### src/rtl/emg_pkg.sv
// Package for the multi-stage envelope generator: step count, opcodes, register
// indexes, phase and sequencer types, reset values and the reset level table.
// Depends on nothing; used by the top level and by the RAM instance parameters.
package emg_pkg;

    localparam int NUM_STEPS = 16;
    localparam int STEP_W    = $clog2(NUM_STEPS);
    localparam int CFG_IDX_W = 3;
    localparam int DIV_W     = 16;
    localparam int DIV_CNT_W = $clog2(DIV_W);
    localparam int ENTRY_W   = 16;

    // Input opcodes, carried in tuser.
    localparam logic [2:0] OP_TICK    = 3'd0;
    localparam logic [2:0] OP_RESTART = 3'd1;
    localparam logic [2:0] OP_RELEASE = 3'd2;
    localparam logic [2:0] OP_SYNC    = 3'd3;
    localparam logic [2:0] OP_WRITE   = 3'd4;

    // Configuration register indexes.
    localparam logic [CFG_IDX_W-1:0] CFG_SUSTAIN = 3'd0;
    localparam logic [CFG_IDX_W-1:0] CFG_LAST    = 3'd1;
    localparam logic [CFG_IDX_W-1:0] CFG_ROFFS   = 3'd2;
    localparam logic [CFG_IDX_W-1:0] CFG_AMP     = 3'd3;
    localparam logic [CFG_IDX_W-1:0] CFG_MODE    = 3'd4;
    localparam logic [CFG_IDX_W-1:0] CFG_SPEED   = 3'd5;

    // Mode bit positions.
    localparam int MODE_SYNC    = 0;
    localparam int MODE_ONESHOT = 1;
    localparam int MODE_FAST    = 2;
    localparam int MODE_JUMP    = 3;

    localparam logic [15:0] LEVEL_MAX   = 16'hFF00;
    localparam logic [7:0]  RESET_DUR   = 8'd20;
    localparam logic [4:0]  RESET_SUS   = 5'd8;
    localparam logic [3:0]  RESET_LAST  = 4'd15;
    localparam logic [7:0]  RESET_SPEED = 8'd2;

    // State after reset of the ramp registers, as the first recompute leaves it.
    localparam logic [STEP_W-1:0] RESET_NEXT  = STEP_W'(1);
    localparam logic [16:0]       RESET_LIMIT = 17'd20;
    localparam logic [17:0]       RESET_INC   = 18'd409;

    typedef enum logic [1:0] {
        PH_IDLE    = 2'd0,
        PH_ATTACK  = 2'd1,
        PH_RELEASE = 2'd2,
        PH_SUSTAIN = 2'd3
    } t_phase;

    typedef enum logic [3:0] {
        ST_IDLE,
        ST_MAIN,
        ST_SUS_WB,
        ST_ADV_WB,
        ST_RAMP_WB,
        ST_RC_NX,
        ST_RC_CUR,
        ST_RC_DUR,
        ST_RC_LIM,
        ST_RC_DIV0,
        ST_DIV,
        ST_DIV_END,
        ST_MUL,
        ST_OUT
    } t_state;

    localparam int LEVEL_STEP = 512 / NUM_STEPS;
    localparam int HALF_STEPS = NUM_STEPS / 2;

    // Level of a step before it is first written: a ramp up, then down.
    function automatic logic [7:0] rst_level(input logic [STEP_W-1:0] idx);
        logic [9:0] up;
        logic [9:0] down;
        begin
            up   = 10'(idx) * 10'(LEVEL_STEP);
            down = 10'd255 - (10'(idx) - 10'(HALF_STEPS)) * 10'(LEVEL_STEP);
            rst_level = (32'(idx) < HALF_STEPS) ? up[7:0] : down[7:0];
        end
    endfunction

endpackage

### src/rtl/emg_ram.sv
// Generic single-port-write, single-port-read RAM with a registered read.
// No dependencies; the contents are undefined until written.
module emg_ram #(
    parameter int WIDTH = 16,
    parameter int DEPTH = 16
) (
    input  logic                     i_clk,
    input  logic                     i_we,
    input  logic [$clog2(DEPTH)-1:0] i_waddr,
    input  logic [WIDTH-1:0]         i_wdata,
    input  logic [$clog2(DEPTH)-1:0] i_raddr,
    output logic [WIDTH-1:0]         o_rdata
);

    logic [WIDTH-1:0] r_mem [DEPTH];
    logic [WIDTH-1:0] r_rdata;

    always_ff @(posedge i_clk) begin
        if (i_we) begin
            r_mem[i_waddr] <= i_wdata;
        end
        r_rdata <= r_mem[i_raddr];
    end

    assign o_rdata = r_rdata;

endmodule

### src/rtl/multi_stage_envelope_generator.sv
// Multi-stage envelope generator: step table in a RAM, ramp sequencer, serial
// divider for the ramp increment and the output gain stage.
// Depends on emg_pkg and emg_ram.
//
//  channel   direction  handshake                      payload
//  s_axis    in         s_axis_tvalid / s_axis_tready  tdata: step fields, mods; tuser: opcode
//  m_axis    out        m_axis_tvalid / m_axis_tready  tdata: env_value; tuser: sustain_entered
//  cfg       in         i_cfg_valid / o_cfg_ready      i_cfg_index, i_cfg_data
//
// Restart, release, sync and write-step items are handled in the idle state.
// A tick runs at most two ramp recomputes, one for a pending restart or release and
// one on a step change; each recompute runs the 16-step restoring divider. The step
// table sits in one RAM whose single read port is used in turn by the sequencer.
// Reset is synchronous; a finished result waits in the output register, and the
// next item is accepted meanwhile; a tick stalls only when it has a new result.
module multi_stage_envelope_generator (
    input  logic        i_clk,
    input  logic        i_rst_n,
    input  logic        s_axis_tvalid,
    output logic        s_axis_tready,
    // [3:0] step_index, [11:4] step_level, [19:12] step_duration,
    // [35:20] amp_mod, [51:36] rate_mod, [55:52] zero
    input  logic [55:0] s_axis_tdata,
    // [2:0] opcode
    input  logic [2:0]  s_axis_tuser,
    output logic        m_axis_tvalid,
    input  logic        m_axis_tready,
    // [16:0] env_value, [23:17] zero
    output logic [23:0] m_axis_tdata,
    // [0] sustain_entered
    output logic [0:0]  m_axis_tuser,
    input  logic        i_cfg_valid,
    output logic        o_cfg_ready,
    input  logic [2:0]  i_cfg_index,
    input  logic [7:0]  i_cfg_data
);

    localparam int SW = emg_pkg::STEP_W;

    // Configuration registers.
    logic [4:0]        r_sustain;
    logic [3:0]        r_last;
    logic signed [7:0] r_roffs;
    logic signed [7:0] r_amp;
    logic [3:0]        r_mode;
    logic [7:0]        r_speed;

    // Envelope state.
    emg_pkg::t_state   r_state, n_state;
    emg_pkg::t_phase   r_phase;
    logic [SW-1:0]     r_cur_step;
    logic [SW-1:0]     r_next_step;
    logic [15:0]       r_level_cnt;
    logic [16:0]       r_delay_cnt;
    logic [16:0]       r_delay_limit;
    logic signed [17:0] r_increment;
    logic              r_pend_restart;
    logic              r_pend_release;
    logic              r_pend_sync;
    logic              r_entered;
    logic              r_ret_main;
    logic [emg_pkg::NUM_STEPS-1:0] r_valid;

    // Per-tick payload.
    logic signed [15:0] r_amod;
    logic signed [15:0] r_rmod;
    logic [15:0]        r_target;
    logic [10:0]        r_dur_adj;

    // Divider.
    logic [16:0]                   r_divisor;
    logic [16:0]                   r_rem;
    logic [emg_pkg::DIV_W-1:0]     r_quo;
    logic [emg_pkg::DIV_CNT_W-1:0] r_div_cnt;
    logic                          r_div_neg;
    logic                          r_diff_pos;

    // Output.
    logic signed [24:0] r_product;
    logic               r_out_valid;
    logic [16:0]        r_out_env;
    logic               r_out_sus;

    // RAM read side.
    logic [SW-1:0]                  ram_raddr;
    logic [emg_pkg::ENTRY_W-1:0]    ram_rdata;
    logic [SW-1:0]                  r_rd_addr;
    logic                           r_rd_valid;
    logic [7:0]                     rd_level;
    logic [7:0]                     rd_dur;
    logic                           ram_we;

    logic in_acc;
    logic is_tick;

    assign in_acc  = s_axis_tvalid && s_axis_tready;
    assign is_tick = (s_axis_tuser == emg_pkg::OP_TICK);
    assign ram_we  = in_acc && (s_axis_tuser == emg_pkg::OP_WRITE);

    emg_ram #(
        .WIDTH (emg_pkg::ENTRY_W),
        .DEPTH (emg_pkg::NUM_STEPS)
    ) u_step_ram (
        .i_clk   (i_clk),
        .i_we    (ram_we),
        .i_waddr (s_axis_tdata[SW-1:0]),
        .i_wdata ({s_axis_tdata[19:12], s_axis_tdata[11:4]}),
        .i_raddr (ram_raddr),
        .o_rdata (ram_rdata)
    );

    // An entry never written reads as its reset value.
    always_comb begin
        if (r_rd_valid) begin
            rd_level = ram_rdata[7:0];
            rd_dur   = ram_rdata[15:8];
        end else begin
            rd_level = emg_pkg::rst_level(r_rd_addr);
            rd_dur   = emg_pkg::RESET_DUR;
        end
    end

    // Step selection helpers.
    logic          sus_valid;
    logic [4:0]    sus_sel;
    logic [SW-1:0] sus_hold;
    logic [SW:0]   nx_inc;
    logic [SW-1:0] nx_step;
    logic          sync_wait;
    logic [16:0]   cnt_inc;
    logic          enter_sus;

    assign sus_valid = (r_sustain != 5'd0) && (r_sustain <= 5'(emg_pkg::NUM_STEPS));

    always_comb begin
        sus_sel = (r_sustain == 5'd0) ? 5'(emg_pkg::NUM_STEPS - 1) : r_sustain - 5'd1;
        if (sus_sel >= 5'(emg_pkg::NUM_STEPS)) begin
            sus_sel = 5'(emg_pkg::NUM_STEPS - 1);
        end
        sus_hold = sus_sel[SW-1:0];
    end

    always_comb begin
        nx_inc = {1'b0, r_cur_step} + (SW+1)'(1);
        if (nx_inc >= (SW+1)'(emg_pkg::NUM_STEPS) || nx_inc > (SW+1)'(r_last)) begin
            nx_step = r_mode[emg_pkg::MODE_ONESHOT] ? r_cur_step : '0;
        end else begin
            nx_step = nx_inc[SW-1:0];
        end
    end

    assign sync_wait = r_mode[emg_pkg::MODE_SYNC] && !r_pend_sync;
    assign cnt_inc   = r_delay_cnt + 17'd1;
    assign enter_sus = (r_sustain != 5'd0 && {1'b0, r_cur_step} == r_sustain - 5'd1) ||
                       (r_last < 4'(emg_pkg::NUM_STEPS - 1) && 4'(r_cur_step) == r_last);

    // Duration adjust: rate_mod / 128 truncated toward zero.
    logic signed [16:0] rmod_adj;
    logic signed [9:0]  rmod_q;
    logic signed [11:0] dur_raw;
    logic [10:0]        dur_clamp;
    logic [18:0]        dur_prod;

    always_comb begin
        rmod_adj = 17'(r_rmod) + (r_rmod[15] ? 17'sd127 : 17'sd0);
        rmod_q   = rmod_adj[16:7];
        dur_raw  = $signed({4'b0, rd_dur}) - 12'(r_roffs) + 12'(rmod_q);
        if (dur_raw > 12'sd1024) begin
            dur_clamp = 11'd1024;
        end else if (dur_raw < 12'sd1) begin
            dur_clamp = 11'd1;
        end else begin
            dur_clamp = dur_raw[10:0];
        end
        dur_prod = 19'(r_dur_adj) * 19'(r_speed);
    end

    // Divider operands and step.
    logic signed [16:0] diff;
    logic [17:0]        div_trial;
    logic               div_bit;
    logic [emg_pkg::DIV_W-1:0] quo_inc;

    always_comb begin
        diff      = $signed({1'b0, r_target}) - $signed({1'b0, r_level_cnt});
        div_trial = {r_rem, r_quo[emg_pkg::DIV_W-1]};
        div_bit   = (div_trial >= {1'b0, r_divisor});
        quo_inc   = r_quo;
    end

    // Ramp toward the target, clamped at it.
    logic [15:0]        ramp_target;
    logic signed [18:0] ramp_sum;
    logic [15:0]        ramp_next;

    always_comb begin
        ramp_target = {rd_level, 8'h00};
        ramp_sum    = $signed({3'b0, r_level_cnt}) + 19'(r_increment);
        ramp_next   = ramp_sum[15:0];
        if (!r_increment[17] && r_increment != 18'sd0) begin
            if (ramp_sum > $signed({3'b0, ramp_target})) begin
                ramp_next = ramp_target;
            end
        end else begin
            if (ramp_sum < $signed({3'b0, ramp_target})) begin
                ramp_next = ramp_target;
            end
        end
    end

    // Gain: amplitude plus amp_mod / 512, saturated to eight bits.
    logic signed [16:0] amod_adj;
    logic signed [7:0]  amod_q;
    logic signed [8:0]  gain_sum;
    logic signed [7:0]  gain;
    logic signed [24:0] prod_adj;

    always_comb begin
        amod_adj = 17'(r_amod) + (r_amod[15] ? 17'sd511 : 17'sd0);
        amod_q   = amod_adj[16:9];
        gain_sum = 9'(r_amp) + 9'(amod_q);
        if (gain_sum > 9'sd127) begin
            gain = 8'sd127;
        end else if (gain_sum < -9'sd128) begin
            gain = -8'sd128;
        end else begin
            gain = gain_sum[7:0];
        end
        prod_adj = r_product + (r_product[24] ? 25'sd127 : 25'sd0);
    end

    // Next state.
    always_comb begin
        n_state = r_state;
        unique case (r_state)
            emg_pkg::ST_IDLE: begin
                if (in_acc && is_tick) begin
                    n_state = (r_pend_restart || r_pend_release) ? emg_pkg::ST_RC_NX
                                                                 : emg_pkg::ST_MAIN;
                end
            end
            emg_pkg::ST_MAIN: begin
                if (sync_wait) begin
                    n_state = (r_phase == emg_pkg::PH_IDLE) ? emg_pkg::ST_IDLE
                                                            : emg_pkg::ST_MUL;
                end else if (r_phase == emg_pkg::PH_SUSTAIN) begin
                    n_state = emg_pkg::ST_SUS_WB;
                end else if (cnt_inc >= r_delay_limit) begin
                    n_state = emg_pkg::ST_ADV_WB;
                end else begin
                    n_state = emg_pkg::ST_RAMP_WB;
                end
            end
            emg_pkg::ST_SUS_WB:  n_state = emg_pkg::ST_MUL;
            emg_pkg::ST_ADV_WB:  n_state = enter_sus ? emg_pkg::ST_MUL : emg_pkg::ST_RC_NX;
            emg_pkg::ST_RAMP_WB: n_state = emg_pkg::ST_MUL;
            emg_pkg::ST_RC_NX:   n_state = emg_pkg::ST_RC_CUR;
            emg_pkg::ST_RC_CUR:  n_state = emg_pkg::ST_RC_DUR;
            emg_pkg::ST_RC_DUR:  n_state = emg_pkg::ST_RC_LIM;
            emg_pkg::ST_RC_LIM:  n_state = emg_pkg::ST_RC_DIV0;
            emg_pkg::ST_RC_DIV0: n_state = emg_pkg::ST_DIV;
            emg_pkg::ST_DIV: begin
                if (r_div_cnt == emg_pkg::DIV_CNT_W'(emg_pkg::DIV_W - 1)) begin
                    n_state = emg_pkg::ST_DIV_END;
                end
            end
            emg_pkg::ST_DIV_END: n_state = r_ret_main ? emg_pkg::ST_MAIN : emg_pkg::ST_MUL;
            emg_pkg::ST_MUL:     n_state = emg_pkg::ST_OUT;
            emg_pkg::ST_OUT: begin
                if (!r_out_valid || m_axis_tready) begin
                    n_state = emg_pkg::ST_IDLE;
                end
            end
            default: n_state = emg_pkg::ST_IDLE;
        endcase
    end

    // Outputs of the sequencer: handshake and RAM read address.
    always_comb begin
        s_axis_tready = 1'b0;
        ram_raddr     = r_cur_step;
        unique case (r_state)
            emg_pkg::ST_IDLE:  s_axis_tready = 1'b1;
            emg_pkg::ST_MAIN:  ram_raddr = (r_phase == emg_pkg::PH_SUSTAIN) ? sus_hold
                                                                           : r_next_step;
            emg_pkg::ST_RC_NX: ram_raddr = nx_step;
            default:           ram_raddr = r_cur_step;
        endcase
    end

    assign o_cfg_ready   = 1'b1;
    assign m_axis_tvalid = r_out_valid;
    assign m_axis_tdata  = {7'b0, r_out_env};
    assign m_axis_tuser  = r_out_sus;

    // Configuration registers.
    always_ff @(posedge i_clk) begin
        if (!i_rst_n) begin
            r_sustain <= emg_pkg::RESET_SUS;
            r_last    <= emg_pkg::RESET_LAST;
            r_roffs   <= '0;
            r_amp     <= '0;
            r_mode    <= '0;
            r_speed   <= emg_pkg::RESET_SPEED;
        end else if (i_cfg_valid && o_cfg_ready) begin
            unique case (i_cfg_index)
                emg_pkg::CFG_SUSTAIN: r_sustain <= i_cfg_data[4:0];
                emg_pkg::CFG_LAST:    r_last    <= i_cfg_data[3:0];
                emg_pkg::CFG_ROFFS:   r_roffs   <= i_cfg_data;
                emg_pkg::CFG_AMP:     r_amp     <= i_cfg_data;
                emg_pkg::CFG_MODE:    r_mode    <= i_cfg_data[3:0];
                emg_pkg::CFG_SPEED:   r_speed   <= i_cfg_data;
                default: ;
            endcase
        end
    end

    // Read tracking: the valid bit travels with the registered read data.
    always_ff @(posedge i_clk) begin
        r_rd_addr  <= ram_raddr;
        r_rd_valid <= r_valid[ram_raddr];
    end

    // Control state.
    always_ff @(posedge i_clk) begin
        if (!i_rst_n) begin
            r_state        <= emg_pkg::ST_IDLE;
            r_phase        <= emg_pkg::PH_IDLE;
            r_cur_step     <= '0;
            r_next_step    <= emg_pkg::RESET_NEXT;
            r_level_cnt    <= '0;
            r_delay_cnt    <= '0;
            r_delay_limit  <= emg_pkg::RESET_LIMIT;
            r_increment    <= emg_pkg::RESET_INC;
            r_pend_restart <= 1'b0;
            r_pend_release <= 1'b0;
            r_pend_sync    <= 1'b0;
            r_entered      <= 1'b0;
            r_ret_main     <= 1'b0;
            r_valid        <= '0;
            r_div_cnt      <= '0;
            r_out_valid    <= 1'b0;
        end else begin
            r_state <= n_state;
            if (m_axis_tvalid && m_axis_tready) begin
                r_out_valid <= 1'b0;
            end
            unique case (r_state)
                emg_pkg::ST_IDLE: begin
                    if (in_acc) begin
                        priority case (s_axis_tuser)
                            emg_pkg::OP_TICK: begin
                                r_entered  <= 1'b0;
                                r_ret_main <= 1'b1;
                                // Restart first, then release; one recompute covers both.
                                if (r_pend_release) begin
                                    r_phase <= emg_pkg::PH_RELEASE;
                                    if (sus_valid) begin
                                        r_cur_step <= SW'(r_sustain - 5'd1);
                                    end else if (r_pend_restart) begin
                                        r_cur_step <= '0;
                                    end
                                end else if (r_pend_restart) begin
                                    r_phase    <= emg_pkg::PH_ATTACK;
                                    r_cur_step <= '0;
                                end
                                r_pend_restart <= 1'b0;
                                r_pend_release <= 1'b0;
                            end
                            emg_pkg::OP_RESTART: r_pend_restart <= 1'b1;
                            emg_pkg::OP_RELEASE: r_pend_release <= 1'b1;
                            emg_pkg::OP_SYNC:    r_pend_sync    <= 1'b1;
                            emg_pkg::OP_WRITE:   r_valid[s_axis_tdata[SW-1:0]] <= 1'b1;
                            default: ;
                        endcase
                    end
                end
                emg_pkg::ST_MAIN: begin
                    if (!sync_wait) begin
                        r_pend_sync <= 1'b0;
                        if (r_phase != emg_pkg::PH_SUSTAIN) begin
                            r_delay_cnt <= cnt_inc;
                            if (cnt_inc >= r_delay_limit) begin
                                r_cur_step <= r_next_step;
                            end
                        end
                    end
                end
                emg_pkg::ST_SUS_WB: r_level_cnt <= {rd_level, 8'h00};
                emg_pkg::ST_ADV_WB: begin
                    r_level_cnt <= {rd_level, 8'h00};
                    if (enter_sus) begin
                        r_phase   <= emg_pkg::PH_SUSTAIN;
                        r_entered <= 1'b1;
                    end else begin
                        r_ret_main <= 1'b0;
                    end
                end
                emg_pkg::ST_RAMP_WB: begin
                    if (r_mode[emg_pkg::MODE_JUMP]) begin
                        r_level_cnt <= ramp_target;
                    end else if (r_level_cnt != ramp_target) begin
                        r_level_cnt <= ramp_next;
                    end
                end
                emg_pkg::ST_RC_NX: r_next_step <= nx_step;
                emg_pkg::ST_RC_LIM: begin
                    r_delay_cnt   <= '0;
                    r_delay_limit <= r_mode[emg_pkg::MODE_FAST] ? {6'b0, r_dur_adj}
                                                                : dur_prod[17:1];
                end
                emg_pkg::ST_RC_DIV0: r_div_cnt <= '0;
                emg_pkg::ST_DIV:     r_div_cnt <= r_div_cnt + emg_pkg::DIV_CNT_W'(1);
                emg_pkg::ST_DIV_END: begin
                    if (quo_inc == '0) begin
                        r_increment <= r_diff_pos ? 18'sd1 : -18'sd1;
                    end else if (r_div_neg) begin
                        r_increment <= -$signed({2'b0, quo_inc});
                    end else begin
                        r_increment <= $signed({2'b0, quo_inc});
                    end
                end
                emg_pkg::ST_OUT: begin
                    if (!r_out_valid || m_axis_tready) begin
                        r_out_valid <= 1'b1;
                    end
                end
                default: ;
            endcase
        end
    end

    // Payload registers.
    always_ff @(posedge i_clk) begin
        unique case (r_state)
            emg_pkg::ST_IDLE: begin
                if (in_acc && is_tick) begin
                    r_amod <= s_axis_tdata[35:20];
                    r_rmod <= s_axis_tdata[51:36];
                end
            end
            emg_pkg::ST_RC_CUR: r_target  <= {rd_level, 8'h00};
            emg_pkg::ST_RC_DUR: r_dur_adj <= dur_clamp;
            emg_pkg::ST_RC_DIV0: begin
                r_divisor  <= (r_delay_limit == 17'd0) ? 17'd1 : r_delay_limit;
                r_rem      <= '0;
                r_quo      <= diff[16] ? 16'(-diff) : diff[15:0];
                r_div_neg  <= diff[16];
                r_diff_pos <= !diff[16] && (diff != 17'sd0);
            end
            emg_pkg::ST_DIV: begin
                r_quo <= {r_quo[emg_pkg::DIV_W-2:0], div_bit};
                r_rem <= div_bit ? 17'(div_trial - {1'b0, r_divisor}) : div_trial[16:0];
            end
            emg_pkg::ST_MUL: r_product <= $signed({9'b0, r_level_cnt}) * 25'(gain);
            emg_pkg::ST_OUT: begin
                if (!r_out_valid || m_axis_tready) begin
                    // Division by 128 truncating toward zero.
                    r_out_env <= prod_adj[23:7];
                    r_out_sus <= r_entered;
                end
            end
            default: ;
        endcase
    end

`ifndef ASSERT_OFF
    a_level_range: assert property (@(posedge i_clk) disable iff (!i_rst_n)
        r_level_cnt <= emg_pkg::LEVEL_MAX)
        else $error("level counter beyond the top step level");

    a_pend_clear: assert property (@(posedge i_clk) disable iff (!i_rst_n)
        (r_state == emg_pkg::ST_MAIN) |-> (!r_pend_restart && !r_pend_release))
        else $error("restart or release still pending during a tick");

    a_out_hold: assert property (@(posedge i_clk) disable iff (!i_rst_n)
        (r_state == emg_pkg::ST_OUT && r_out_valid && !m_axis_tready)
        |=> (r_state == emg_pkg::ST_OUT))
        else $error("tick result overwrote an untaken result");

    a_div_start: assert property (@(posedge i_clk) disable iff (!i_rst_n)
        (r_state == emg_pkg::ST_RC_DIV0) |=> (r_state == emg_pkg::ST_DIV && r_div_cnt == '0))
        else $error("divider did not start from its first step");
`endif

endmodule
### config.mk
export PLATFORM = sky130hd
export DESIGN_NAME = multi_stage_envelope_generator
export DESIGN_NICKNAME = d
export VERILOG_FILES = /design/src/rtl/emg_pkg.sv /design/src/rtl/emg_ram.sv /design/src/rtl/multi_stage_envelope_generator.sv
export SDC_FILE = /design/constraint.sdc
export NUM_CORES = 2
export LEC_CHECK = 0
export BUFFER_PORTS_ARGS = -buffer_cell sky130_fd_sc_hd__buf_2
export CAP_MARGIN = 10
export CORE_MARGIN = 5
export CORE_UTILIZATION = 55
export CTS_CLUSTER_SIZE = 8
export DETAILED_ROUTE_END_ITERATION = 12
export PLACE_DENSITY_LB_ADDON = 0.1
export SLEW_MARGIN = 10
export SYNTH_ARGS = -nofsm -noshare
export SYNTH_HDL_FRONTEND = slang
export SYNTH_HIERARCHICAL = 1
export SYNTH_SLANG_ARGS = --single-unit
### constraint.sdc
create_clock -name i_clk -period 22.5 [get_ports i_clk]
set_input_delay 2.25 -clock i_clk [delete_from_list [all_inputs] [get_ports i_clk]]
set_output_delay 2.25 -clock i_clk [all_outputs]
set_load 0.02 [all_outputs]
**Word level (Yosys, flattened, before mapping)**

Memory sizes are Yosys's and may differ from the RTL's. A register that Yosys moved wholly into a read port is not among the register bits.
Index checks and enable logic that the tools add are counted.

- Register bits after elaboration: 296
- Memory bits (writable): 256
- Word-level logic and storage cells: 257
- Memories kept: 1
- Bits of input ports: 75
- Output and inout bits: 28

Memory list:

| memory | depth | bits a word | rd ports | clocked after Yosys merged registers in | write ports | line | source |
|---|---|---|---|---|---|---|---|
| u_step_ram.r_mem | 16 | 16 | 1 | 1 | 1 | emg_ram.sv:15 | `logic [WIDTH-1:0] r_mem [DEPTH];` |

- Bitwise logic cells: 1
- Equality and inequality tests: 41
- Reductions and logical operators: 58
- $add $sub $neg: 17
- Order comparisons: 17
- Multipliers: 2
- Mux-type cells: 83

Operator list:

| kind | number |
|---|---|
| $mux 16 | 6 |
| $mux 4 | 19 |
| $mux 17 | 4 |
| $pmux 17 s2 | 2 |
| $pmux 16 s2 | 2 |
| $mux 18 | 3 |
| $pmux 4 s13 | 1 |
| $mux 8 | 5 |
| $eq 4x4->1 const B | 7 |
| $mul 17x8->25 | 1 |
| $add 24x8->24 | 1 |
| $pmux 4 s2 | 3 |
| $ne 2x2->1 const B | 11 |
| $add 17x18->19 | 1 |
| $gt 19x17->1 | 1 |
| $lt 19x17->1 | 1 |
| $ge 18x17->1 | 1 |
| $mul 11x8->18 | 1 |
| $neg 16->18 | 1 |
| $reduce_and 2->1 | 9 |
| $reduce_bool 18->1 | 1 |
| $add 16x10->17 | 1 |
| $add 16x8->17 | 1 |
| $add 17x1->17 const B | 1 |
| other kinds (63) | 135 |

**Depth between registers and ports, before layout**

- Depth in word-level cells: 10
- Gate-level depth with buffers: 40
- Gate-level depth less buffers: 38

**Modules after synthesis**

Netlist, hierarchy kept.

Modules (own cells, without submodules):

| module | area an instance (um^2) | cells an instance | times used |
|---|---|---|---|
| multi_stage_envelope_generator | 24275.8 | 2734 | 1 |
| emg_ram | 10043.4 | 432 | 1 |

**Worst setup path after synthesis**

No wires, ideal clock.

- Kind: flip-flop to flip-flop
- From: register r_amod[15]
- To: register r_product[23], data pin
- Library setup time: 258 ps
- Data arrival time: 8585 ps
- Period minus slack after synthesis: 8843 ps
- Cell stages (with the launch flop): 39
- Data required time: 22242 ps
- Slack: 13657 ps
- Cells stage by stage: edfxtp_1 -> ha_1 -> a31o_2 -> a21oi_1 -> nor2b_1 -> o2111ai_1 -> a21oi_1 -> nor2_1 -> nor2b_1 -> xor2_1 -> ha_1 -> a21o_1 -> a21o_1 -> a21oi_1 -> o21ai_0 -> nand2_1 -> mux2i_1 -> or2_2 -> [3 not listed] -> or2_2 -> fa_1 -> fa_1 -> inv_1 -> fa_1 -> inv_1 -> fa_1 -> inv_1 -> ha_1 -> a21o_1 -> a21oi_1 -> a31oi_1 -> o41ai_1 -> o211ai_1 -> or4_1 -> a31o_2 -> a21oi_1 -> xnor2_1

- Longest elaborated chain between the ends: 7
- Elaborated cells between the ends (all ways): 8
- Those cells by class: add/sub: 2; mul: 1; order compare: 2; mux: 3

Ends and longest elaborated chain:

| what | line | source |
|---|---|---|
| from (decl) | multi_stage_envelope_generator.sv:65 | `logic signed [15:0] r_amod;` |
| from (signal assigned) | multi_stage_envelope_generator.sv:438 | `r_amod <= s_axis_tdata[35:20];` |
| $mux 9 | multi_stage_envelope_generator.sv:219 | `amod_adj = 17'(r_amod) + (r_amod[15] ? 17'sd511 : 17'sd0);` |
| $add 16x10->17 * | multi_stage_envelope_generator.sv:219 |  |
| $add 8x8->9 * | multi_stage_envelope_generator.sv:221 | `gain_sum = 9'(r_amp) + 9'(amod_q);` |
| $lt 9x8->1 | multi_stage_envelope_generator.sv:224 | `end else if (gain_sum < -9'sd128) begin` |
| $mux 8 | multi_stage_envelope_generator.sv:224 |  |
| $mux 8 * | multi_stage_envelope_generator.sv:222 | `if (gain_sum > 9'sd127) begin` |
| $mul 17x8->25 * | multi_stage_envelope_generator.sv:455 | `emg_pkg::ST_MUL: r_product <= $signed({9'b0, r_level_cnt}) * 25'(gain);` |
| to (signal assigned) | multi_stage_envelope_generator.sv:455 |  |
| to (decl) | multi_stage_envelope_generator.sv:79 | `logic signed [24:0] r_product;` |

Every way passes the cells marked *; elsewhere a longest branch is shown, timed or not.
A chain may end at the register's enable or synchronous reset.

**Worst setup path in the final report**

Same ends and word-level chain as after synthesis.

==> results.md <==
- Unique cell type count in the Yosys netlist: 81
- Gr usage total: 0.235
- Initial core utilization: 0.556
- Largest net degree at the start of global routing: 94
- Setup bufs post-CTS: 0
- Reg2Reg Depth: 36
- Die area: 67500 µm²
- Dominant register cell in the synthesized netlist: edfxtp_1
- CTS tree: yes
- Max cap viols: 0
- Vias in the first global route: 24000
- Syn Inst Count: 3166
- Total Wirelength: 79300 µm
- Synth Warn #: 6
- HPWL after DPL: 56000 µm
- Initial antenna violation count: 10
- Syn_area_per_cell: 10.8 µm²
- Layout cells sized above 1: 0.101
- GR Overflow Total: 0
- Worst Hold Launch: r_delay_limit[16]
- Hold path cells: 0
- H-tree depth: 3
- Slew Limit Fails: 0
- CTS Sinks: 568
- Reg-to-reg critical path endpoint: r_product[23]
- Final ANT Viol Nets: 0
- Latest clock arrival within the worst-skew pair: 0.64 ns
- Nets: 3681
- TritonCTS Buffers: 81
- Final period utilization: 0.446
- Most used cell, CP: a21oi_1
- CTS Buffer Depth: 3
- Final cell count without fillers: 4131
- CP required: 22.89 ns
- Final hold viol count: 0
- Port Buf Inserts: 90
- Critical path's largest stage delay: 0.64 ns
- WL/cell: 19.2 µm
- Die span in y: 260 µm
- Worst vdd ir: 65.9 µV
- Layout area overhead: 10.7%
- Initial DRC Count: 1491
- Max frequency: 99.6 MHz
- Crit end category: flop
- Max-slew headroom: 0.233
- First-pass GRT wire length: 128000 µm
- Register-to-register setup slack: 12.46 ns
- Post-CTS Resized: 0
- DRC errors left: 0
- Leak: 15.2 nW
- Critical Path Source Type: flop
- Synthesized area: 34300 µm²
- Least-Margin Pin Slew: 1.15 ns
- Reg2reg start: r_amod[15]
- RSZ-0062 raised after global routing: false
- Commonest cells in the synthesized netlist: 402 x edfxtp_1, 312 x nor2_1, 284 x inv_1
- Fin Setup TNS: 0 ns
- DR vias/cell: 5.79
- DRT Pass-1 Iters: 5
- CP max FO: 16
- Sequential fraction of the synthesis area: 0.449
- WS Path Type: flop to flop
- Setup violations, final: 0
- Count leader, synth: edfxtp_1
- Synth top area share: 0.352
- Root buf cell: clkbuf_16
- FP Rows: 91
- Clk pin slew, worst setup/hold paths: 0.05 ns
- Hold Crit Endpoint: r_divisor[16]
- Fin Clk Skew: 0.0477 ns
- CP arrival: 10.43 ns
- Post-synth EDFFs: 402
- Slowest-stage cell, CP: o32ai_1
- Asr flop ratio synth: 0
- Synth area leader: edfxtp_1
- Tmin final: 10.04 ns
- Yosys reg bits: 568
- Ports: 103
- Placed Cells: 3995
- PwrDens: 65.1 nW/µm²
- Worst min path class: flop to flop
- Synth top area cells: edfxtp_1 35%, dfxtp_1 9.7%, fa_1 8.7%, ha_1 7.9%, mux4_2 3.5%
- GPL Wtd Cong: 0.892
- Core area: 61700 µm²
- Via Count: 23900
- Die W: 260 µm
- Post-CTS Hold Fix Bufs: 0
- Status: complete, no violations
per-stage QoR:
stage	setup slack, ns	instance area [µm²]	hold slack, ns	utilization	power [W]
finish	12.46	38000	0.430	0.616	0.00248
global route	11.85	38000	0.429	0.616	0.00258
CTS	12.53	38000	0.431	0.615	0.00250
detailed placement	12.58	35600	0.418	0.576	0.00136
global placement	12.81	35600	0.415	0.576	0.00135
floorplan	13.66	34300	0.409	-	0.00130
cell usage in the layout (no fill, tap or decap), drive strengths merged, types with 74 or more instances in the layout:
master  count
inv       284
xor2       74
o21ai     113
xnor2     104
buf       128
nand2     259
edfxtp    402
a21oi     204
fa        149
nor2      313
clkbuf    124
ha        216
dfxtp     166
cell families after synthesis:
group                      Yosys count  share of synthesized area
muxes                              107                     0.0557
AOI/OAI and AO/OA                  567                      0.103
buffers and inverters              426                     0.0491
adders and majority gates          365                      0.166
and+or+nand+nor                    953                      0.132
DFF                                568                      0.449
other                                2                   0.000219
xor gates and xnor gates           178                     0.0454
cell type report:
| type | instances | area, µm² |
|---|---|---|
| tap | 837 | 1050 |
| clock inverter | 7 | 200 |
| fill | 5055 | 23700 |
| antenna | 5 | 12.5 |
| inverter | 284 | 1070 |
| sequential | 568 | 15400 |
| timing repair buffer | 128 | 736 |
| multi-input combinational | 2178 | 17300 |
| clock buffer | 124 | 2220 |
metal layers:
metal  vias to the layer above  global-route usage  part of all wire
li1                      11300                   -                 -
met5                         -                   0           0.00071
met4                        10              0.0737             0.028
met2                       670               0.395              0.49
met3                       149              0.0359             0.054
met1                     11800               0.318              0.43
where the power goes:
part / switching [W] / internal, W
registers: 0.0000114 / 0.00113
clock network: 0.000456 / 0.000681
logic: 0.000117 / 0.0000788
state kept, by name, summed over array words and instances, names as in the netlist, 5 cells and up:
register,count
r_amp,8
r_speed,8
r_dur_adj,11
quo_inc,16
u_step_ram/r_mem,256
r_target,8
r_sustain,5
r_delay_limit,17
r_increment,18
r_delay_cnt,17
r_divisor,17
r_product,25
u_step_ram/o_rdata,16
r_level_cnt,16
r_rmod,16
r_valid,16
r_rem,17
r_out_env,17
r_amod,16
r_roffs,8
critical path: cells and delay by family (launching register included):
kind / cells / cell delay, ns
AO/OA/AOI/OAI: 17 / 3.71
XOR/XNOR: 2 / 0.29
adder cells (fa/ha/maj): 7 / 3.19
buffers and inverters: 4 / 0.39
flip-flops: 1 / 0.62
AND/OR/NAND/NOR: 6 / 1.59
worst max path at each step:
stage                           from             to  slack (ns)
final                     r_amod[15]  r_product[23]       12.46
after floorplan           r_amod[15]  r_product[23]       13.66
after CTS                 r_amod[15]  r_product[23]       12.53
after global routing      r_amod[15]  r_product[23]       11.85
after global placement    r_amod[15]  r_product[23]       12.81
after detailed placement  r_amod[15]  r_product[23]       12.58
Power figures use the tool's default switching activity.
